File: config.mk
export PLATFORM = sky130hd
export DESIGN_NAME = bbgs_row_calc
export DESIGN_NICKNAME = d
export VERILOG_FILES = /design/src/rtl/bbgs_pkg.sv /design/src/rtl/bbgs_row_calc.sv
export SDC_FILE = /design/constraint.sdc
export NUM_CORES = 1
export LEC_CHECK = 0
export ABC_AREA = 1
export BUFFER_PORTS_ARGS = -buffer_cell sky130_fd_sc_hd__buf_2
export CAP_MARGIN = 20
export CORE_AREA = 8 8 196 198
export DETAILED_ROUTE_END_ITERATION = 6
export DIE_AREA = 0 0 204 206
export PLACE_DENSITY = 0.84
export SLEW_MARGIN = 20
export SYNTH_ARGS = -nofsm -noshare
export SYNTH_HDL_FRONTEND = slang
export SYNTH_SLANG_ARGS = --single-unit
export TNS_END_PERCENT = 5
File: constraint.sdc
create_clock -name vclk -period 16.4
set_input_delay 1.64 -clock vclk [all_inputs]
set_output_delay 1.64 -clock vclk [all_outputs]
set_load 0.1 [all_outputs]
File: src/rtl/bbgs_pkg.sv
// ----------------------------------------------------------------------------
// bbgs_pkg
// Shared types and constants for the three-state cellular automaton block:
// field widths, cell codes, item modes and register indexes.
// ----------------------------------------------------------------------------
package bbgs_pkg;

  // Field widths of one request and one result
  localparam int CELL_W = 2;
  localparam int MODE_W = 2;
  localparam int COL_W  = 6;
  localparam int ROW_W  = 6;

  // Configuration port
  localparam int CFG_W  = 7;
  localparam int APB_AW = 3;
  localparam int APB_DW = 32;
  localparam logic [CFG_W-1:0] GRID_SIZE_RST = 7'd64;
  localparam logic [CFG_W-1:0] GRID_SIZE_MIN = 7'd3;

  // Default grid storage
  localparam int DEF_MAX_WIDTH  = 64;
  localparam int DEF_MAX_HEIGHT = 64;

  // Cell states
  typedef enum logic [CELL_W-1:0] {
    CELL_OFF   = 2'd0,
    CELL_ON    = 2'd1,
    CELL_DYING = 2'd2
  } cell_e;

  // Request modes
  typedef enum logic [MODE_W-1:0] {
    MODE_WRITE = 2'd0,
    MODE_READ  = 2'd1,
    MODE_STEP  = 2'd2
  } mode_e;

  // Register indexes
  typedef enum logic {
    REG_GRID_WIDTH  = 1'b0,
    REG_GRID_HEIGHT = 1'b1
  } reg_e;

endpackage

File: src/rtl/bbgs_row_calc.sv
// ----------------------------------------------------------------------------
// bbgs_row_calc
// Next generation of one grid row from the row above, the row itself and
// the row below, with horizontal wrap at the width in use.
// ----------------------------------------------------------------------------
module bbgs_row_calc import bbgs_pkg::*; #(
  parameter int MAX_WIDTH = DEF_MAX_WIDTH
) (
  input  logic [CELL_W*MAX_WIDTH-1:0]     row_up_i,
  input  logic [CELL_W*MAX_WIDTH-1:0]     row_mid_i,
  input  logic [CELL_W*MAX_WIDTH-1:0]     row_dn_i,
  input  logic [$clog2(MAX_WIDTH):0]      width_i,
  output logic [CELL_W*MAX_WIDTH-1:0]     row_new_o
);

  localparam int XW = $clog2(MAX_WIDTH);

  logic [MAX_WIDTH-1:0] on_up;
  logic [MAX_WIDTH-1:0] on_mid;
  logic [MAX_WIDTH-1:0] on_dn;
  logic [XW:0]          width_m1;
  logic [XW-1:0]        last_col;

  // Column that wraps around to the left of column zero
  assign width_m1 = width_i - (XW+1)'(1);
  assign last_col = width_m1[XW-1:0];

  for (genvar x = 0; x < MAX_WIDTH; x++) begin : gen_cell
    localparam logic [XW:0] XPOS = (XW+1)'(x);
    localparam int XR = (x == MAX_WIDTH-1) ? 0 : x + 1;

    logic [CELL_W-1:0] cur;
    logic [CELL_W-1:0] nxt;
    logic              l_up, l_mid, l_dn;
    logic              r_up, r_mid, r_dn;
    logic              wrap_r;
    logic [3:0]        cnt;

    // Flag cells that are on
    assign on_up[x]  = (row_up_i[CELL_W*x +: CELL_W] == CELL_ON);
    assign on_mid[x] = (row_mid_i[CELL_W*x +: CELL_W] == CELL_ON);
    assign on_dn[x]  = (row_dn_i[CELL_W*x +: CELL_W] == CELL_ON);
    assign cur       = row_mid_i[CELL_W*x +: CELL_W];

    // Left neighbors, wrapping from the first column to the last in use
    if (x == 0) begin : gen_left_wrap
      assign l_up  = on_up[last_col];
      assign l_mid = on_mid[last_col];
      assign l_dn  = on_dn[last_col];
    end else begin : gen_left
      assign l_up  = on_up[x-1];
      assign l_mid = on_mid[x-1];
      assign l_dn  = on_dn[x-1];
    end

    // Right neighbors, wrapping from the last column in use to the first
    assign wrap_r = ((XPOS + (XW+1)'(1)) == width_i);
    assign r_up   = wrap_r ? on_up[0]  : on_up[XR];
    assign r_mid  = wrap_r ? on_mid[0] : on_mid[XR];
    assign r_dn   = wrap_r ? on_dn[0]  : on_dn[XR];

    // Count live neighbors
    assign cnt = 4'(l_up) + 4'(on_up[x]) + 4'(r_up) + 4'(l_mid) + 4'(r_mid)
               + 4'(l_dn) + 4'(on_dn[x]) + 4'(r_dn);

    // Apply the transition rule, hold cells beyond the width in use
    always_comb begin
      unique case (cur)
        CELL_OFF: nxt = (cnt == 4'd2) ? CELL_ON : CELL_OFF;
        CELL_ON:  nxt = CELL_DYING;
        default:  nxt = CELL_OFF;
      endcase
      if (XPOS >= width_i) begin
        nxt = cur;
      end
    end

    assign row_new_o[CELL_W*x +: CELL_W] = nxt;
  end

endmodule

* Word level (Yosys, flattened, before mapping)
Index checks and enable logic that the tools add are counted.
** Storage, ports and cells
- Register bits after elaboration :: 0
- Output and inout port bits :: 128
- Logic and storage cells :: 1284
** Operators by class
- Add/sub/neg operators :: 449
- $lt $le $gt $ge :: 65
- Equality and inequality tests :: 319
- Mux-type cells :: 387
- Reductions and logical operators :: 64
** Operators by type and width (count)
- adder 4 x 1 -> 4 bit :: 256
- == test 2 x 1 -> 1 bit, second input constant :: 192
- adder 3 x 1 -> 4 bit :: 64
- == test 4 x 2 -> 1 bit, second input constant :: 64
- two-way mux 1 bit :: 256
- one-hot mux 2 bit (2 select lines) :: 64
- == test 6 x 7 -> 1 bit, first input constant :: 32
- >= comparator 6 x 7 -> 1 bit, first input constant :: 32
- adder 2 x 1 -> 3 bit :: 64
- adder 1 x 1 -> 2 bit :: 64
- zero test 2 bit :: 64
- two-way mux 2 bit :: 64
- == test 5 x 7 -> 1 bit, first input constant :: 16
- >= comparator 5 x 7 -> 1 bit, first input constant :: 16
- == test 4 x 7 -> 1 bit, first input constant :: 8
- >= comparator 4 x 7 -> 1 bit, first input constant :: 8
- == test 3 x 7 -> 1 bit, first input constant :: 4
- >= comparator 3 x 7 -> 1 bit, first input constant :: 4
- binary-select mux 1 bit (select 6 bit) :: 3
- == test 2 x 7 -> 1 bit, first input constant :: 2
- >= comparator 1 x 7 -> 1 bit, first input constant :: 2
- >= comparator 2 x 7 -> 1 bit, first input constant :: 2
- == test 1 x 7 -> 1 bit, first input constant :: 1
- less-than comparator 6 x 7 -> 1 bit, second input constant :: 1
- subtractor 6 x 1 -> 6 bit, second input constant :: 1

* Depth between registers and ports, before layout
- Word-level depth :: 14
- Gate-level depth with buffers :: 28
- Depth with buffers taken out :: 23

* Least setup slack after synthesis
Ideal clock, no wire load.
- Path kind :: in2out
- Start :: input width_i[0]
- End :: output row_new_o[70]
- Arrival :: 7686 ps
- Required time :: 14760 ps
- Slack :: 7074 ps
- Cell stages on the path :: 21
- Path buffers :: 3
- Path through :: buf_2 -> inv_2 -> buf_2 -> buf_2 -> ha_1 -> inv_1 -> nor3_1 -> inv_2 -> nor2_2 -> o21ai_0 -> fa_1 -> inv_1 -> fa_1 -> inv_1 -> fa_1 -> inv_1 -> ha_1 -> fa_1 -> o21ai_0 -> nand4_1 -> o21ai_0
** Between the ends
- Longest elaborated chain between the ends :: 12
- Elaborated cells between the ends (all ways) :: 15
** RTL lines
- start: declaration :: line bbgs_row_calc.sv:12 : input logic [$clog2(MAX_WIDTH):0] width_i,
- == test 6 x 7 -> 1 bit :: line bbgs_row_calc.sv:57 : assign wrap_r = ((XPOS + (XW+1)'(1)) == width_i);
- two-way mux 1 bit :: line bbgs_row_calc.sv:58 : assign r_up = wrap_r ? on_up[0] : on_up[XR];
- adder 2 x 1 -> 3 bit :: line bbgs_row_calc.sv:63 : assign cnt = 4'(l_up) + 4'(on_up[x]) + 4'(r_up) + 4'(l_mid) + 4'(r_mid)
- adder 3 x 1 -> 4 bit :: line bbgs_row_calc.sv:63
- adder 4 x 1 -> 4 bit :: line bbgs_row_calc.sv:63
- adder 4 x 1 -> 4 bit (3 in a row) :: line bbgs_row_calc.sv:64 : + 4'(l_dn) + 4'(on_dn[x]) + 4'(r_dn);
- == test 4 x 2 -> 1 bit :: line bbgs_row_calc.sv:69 : CELL_OFF: nxt = (cnt == 4'd2) ? CELL_ON : CELL_OFF;
- two-way mux 1 bit :: line bbgs_row_calc.sv:69
- one-hot mux 2 bit (2 select lines) :: line bbgs_row_calc.sv:68 : unique case (cur)
- two-way mux 2 bit * :: line bbgs_row_calc.sv:73 : if (XPOS >= width_i) begin
- end: declaration :: line bbgs_row_calc.sv:13 : output logic [CELL_W*MAX_WIDTH-1:0] row_new_o
Every way passes the cells marked *; elsewhere a longest branch is shown, timed or not.

* Final worst setup path
- Start :: input width_i[0]
- End :: output row_new_o[0]
** Between the ends
- Longest elaborated chain between the ends :: 14
- Elaborated cells between the ends (all ways) :: 23
** RTL lines
- subtractor 6 x 1 -> 6 bit :: line bbgs_row_calc.sv:25 : assign width_m1 = width_i - (XW+1)'(1);
- binary-select mux 1 bit (select 6 bit) :: line bbgs_row_calc.sv:47 : assign l_up = on_up[last_col];
- two-way mux 1 bit (implied by the code) :: line bbgs_row_calc.sv:47
- adder 1 x 1 -> 2 bit :: line bbgs_row_calc.sv:63
- adder 2 x 1 -> 3 bit :: line bbgs_row_calc.sv:63
- adder 3 x 1 -> 4 bit :: line bbgs_row_calc.sv:63
- adder 4 x 1 -> 4 bit :: line bbgs_row_calc.sv:63
- adder 4 x 1 -> 4 bit (3 in a row) :: line bbgs_row_calc.sv:64
- == test 4 x 2 -> 1 bit :: line bbgs_row_calc.sv:69
- two-way mux 1 bit :: line bbgs_row_calc.sv:69
- one-hot mux 2 bit (2 select lines) :: line bbgs_row_calc.sv:68
- two-way mux 2 bit * :: line bbgs_row_calc.sv:73
Every way passes the cells marked *; elsewhere a longest branch is shown, timed or not. The select of a mux whose other input is x is not followed.

==> summary.txt <==
Outcome
  • Status: finished clean

Setup path
  • CP Capture Type: primary output
  • Critical Path Source Type: input port
  • CP Buf/Inv Count: 8
  • Critical Path AT: a little over 8 ns
  • Worst Path Class, Setup: input port to primary output
  • Crit path max fanout: between 100 and 150
  • Family with the most delay on the worst path: buffers and inverters
  • Crit path required time: 14.76 ns
  • Crit path cell chain: buf_4 -> clkinv_2 -> buf_4 -> nand2_1 -> nand2_1 -> nand2_1 -> inv_1 -> nand3_1 -> nand3_1 -> nand3_1 -> nand2_1 -> inv_1 -> fa_1 -> inv_1 -> fa_1 -> fa_1 -> inv_1 -> ha_1 -> fa_1 -> o21ai_0 -> nand4_1 -> o21ai_0 -> buf_2
  • CP max stage delay: 0.89 ns
  • CP max stage cell: buf_4

Synth
  • Dominant cells by area after synthesis: fa_1, inv_1, ha_1
  • Sequential share of the synthesized area: 0%
  • Post-Syn Area: 18750 sq um
  • Top cell type's share of synthesized area: between 20% and 30%
  • Number of synthesis warnings: 0
  • Post-Syn Area per Cell: 6.187 sq um
  • Syn_nets: 3874
  • Distinct cells, synth: 40
  • Top cell type by total area after synthesis: fa_1
  • Cells after synthesis: 3031

Final layout
  • FF+latch count: 0
  • CLK BUF: 0
  • Fillers: roughly 3500
  • Layout cells sized above 1: between 10% and 20%
  • Net count, final: 4343
  • Synth-to-layout area growth: 16.21%
  • Reg area: 0 sq um

Global routing
  • Largest net degree at the start of global routing: 103
  • Met2 usage: approximately 58%
  • Total gr overflow: 0
  • M3 GR Usage: 8.103%
  • GRT busiest layer: met2
  • Initial antenna violation count: 17
  • First-pass GRT wire length: 118.7 mm
  • Gr usage total: 35.60%
  • M1 GR Usage: ~45%
  • Vias in the first global route: 21680

Route
  • Vias per cell: 5.567
  • DR WL/cell: 19.53 um
  • Final wirelength: about 78 mm
  • Final routed DRC violation total: 0
  • Via Count: 22130
  • Starting DRT DRC Count: 2515
  • TritonRoute pass-1 iters: 6
  • Final ANT Viol Nets: 0

Die
  • Die area: 42020 sq um
  • I/O pin cnt: between 500 and 600
  • Rows: 69
  • Core ar.: 35220 sq um
  • Starting Density: 53.24%
  • Die X: around 200 um
  • Die Span Y: 206 um

Clock tree
  • Setup Buffers After CTS: 0
  • Post-CTS Hold Buffers: 0
  • Gates resized, CTS repair: 0

Timing
  • Setup WS post-layout: about 6.7 ns
  • Period utilisation layout: 59.22%
  • WHS: between 3 and 4 ns
  • Unrepaired setup endpoints after global routing: false
  • Slew Limit Headroom: 22.11%
  • Setup TNS: 0 ns
  • Slew @ Worst Pin: 1.168 ns
  • Final setup viols: 0
  • Max Slew Vio Count: 0
  • Final Hold Fails: 0
  • Min cycle time layout: slightly below 10 ns
  • FMAX: 103.0 MHz

Power
  • Total Power: 1.077 mW
  • Leak: around 13 nW
  • VDD IR max: 0.04108 mV
  • Cell Pwr Density: 49.44 nW/um^2

Placed design
  • Final estimated routing congestion in global placement: 1.024
  • Worst slack at placement: 6.860 ns
  • I/O Buffers: 519
  • Post-detail-place hpwl: about 66 mm

Job
  • # Max-Cap Violations: 0

Worst hold path
  • Hold Path Class: input port to primary output
## report_power, final
group | leakage [nW] | total, mW | internal, mW | switching [mW]
combinational | 13.0 | 1.08 | 0.327 | 0.751
clock | 0.000108 | 0.000000139 | 0.000000139 | 0
sequential | 0 | 0 | 0 | 0
total | 13.0 | 1.08 | 0.327 | 0.751
## final cells by class
type	count	area, sq um	share of cell area [%]
inverter	765	2873	13.18
tap	461	576.8	2.647
multi-input combinational	2203	15620	71.67
antenna	17	42.54	0.1952
timing repair buffer	530	2683	12.31
## cells in the mapped netlist, types with 2 or more instances
master,number
inv_1,751
nand2_1,611
o21ai_0,327
nand3_1,299
nor2_1,276
fa_1,256
ha_1,196
a21oi_1,68
clkbuf_1,31
nor3_1,26
nand4_1,21
buf_2,20
a211oi_1,16
o21ai_1,16
nor2_2,15
inv_2,14
a31oi_1,11
nor3b_1,8
o31ai_1,8
o2111ai_1,7
buf_1,6
nor4_1,6
buf_4,5
nor2_4,5
o211ai_1,5
o21a_1,5
nor2_8,3
nand2_4,2
nor4b_1,2
o211ai_2,2
o21ai_2,2
o22ai_1,2
xor2_1,2
## cells in the final DEF, fill, tap and decap left out, types with 15 or more instances in the layout
cell type and count:
diode_2 17, inv_1 750, nand4_1 21, nor2_1 273
nand2_1 611, nor3_1 26, a211oi_1 16, nor2_2 15
o21ai_1 16, buf_2 518, nand3_1 299, a21oi_1 68
ha_1 195, o21ai_0 327, fa_1 256
## cells by family after synthesis
group	count (synthesis)	share of synthesized area, %
fa+ha+maj	452	40.41
xor+xnor	3	0.1802
buf+inv	828	16.85
simple gates	1276	29.06
mux	2	0.1201
compound gates	470	13.39
## worst paths after layout
| path | startpoint | end | slack (ns) | cells past startpoint |
|---|---|---|---|---|
| max | width_i[0] | row_new_o[0] | 6.69 | 23 |
| min | row_mid_i[106] | row_new_o[106] | 3.78 | 4 |
## stage by stage
step | instances | instance area [sq um] | utilization, %
after floorplan | 3031 | 18750 | -
after detailed placement | 3959 | 21750 | 61.75
after global routing | 3968 | 21770 | 61.81
after global placement | 3959 | 21750 | 61.75
final | 3976 | 21790 | 61.87
after CTS | 3959 | 21750 | 61.75
## per-layer routing
layer	up-vias	part of all wire, %
li1	10380	-
met1	10120	38
met2	1378	45
met3	245	12
met4	10	4.8
met5	-	0.082
No activity file was read; power rests on OpenSTA's default activity.
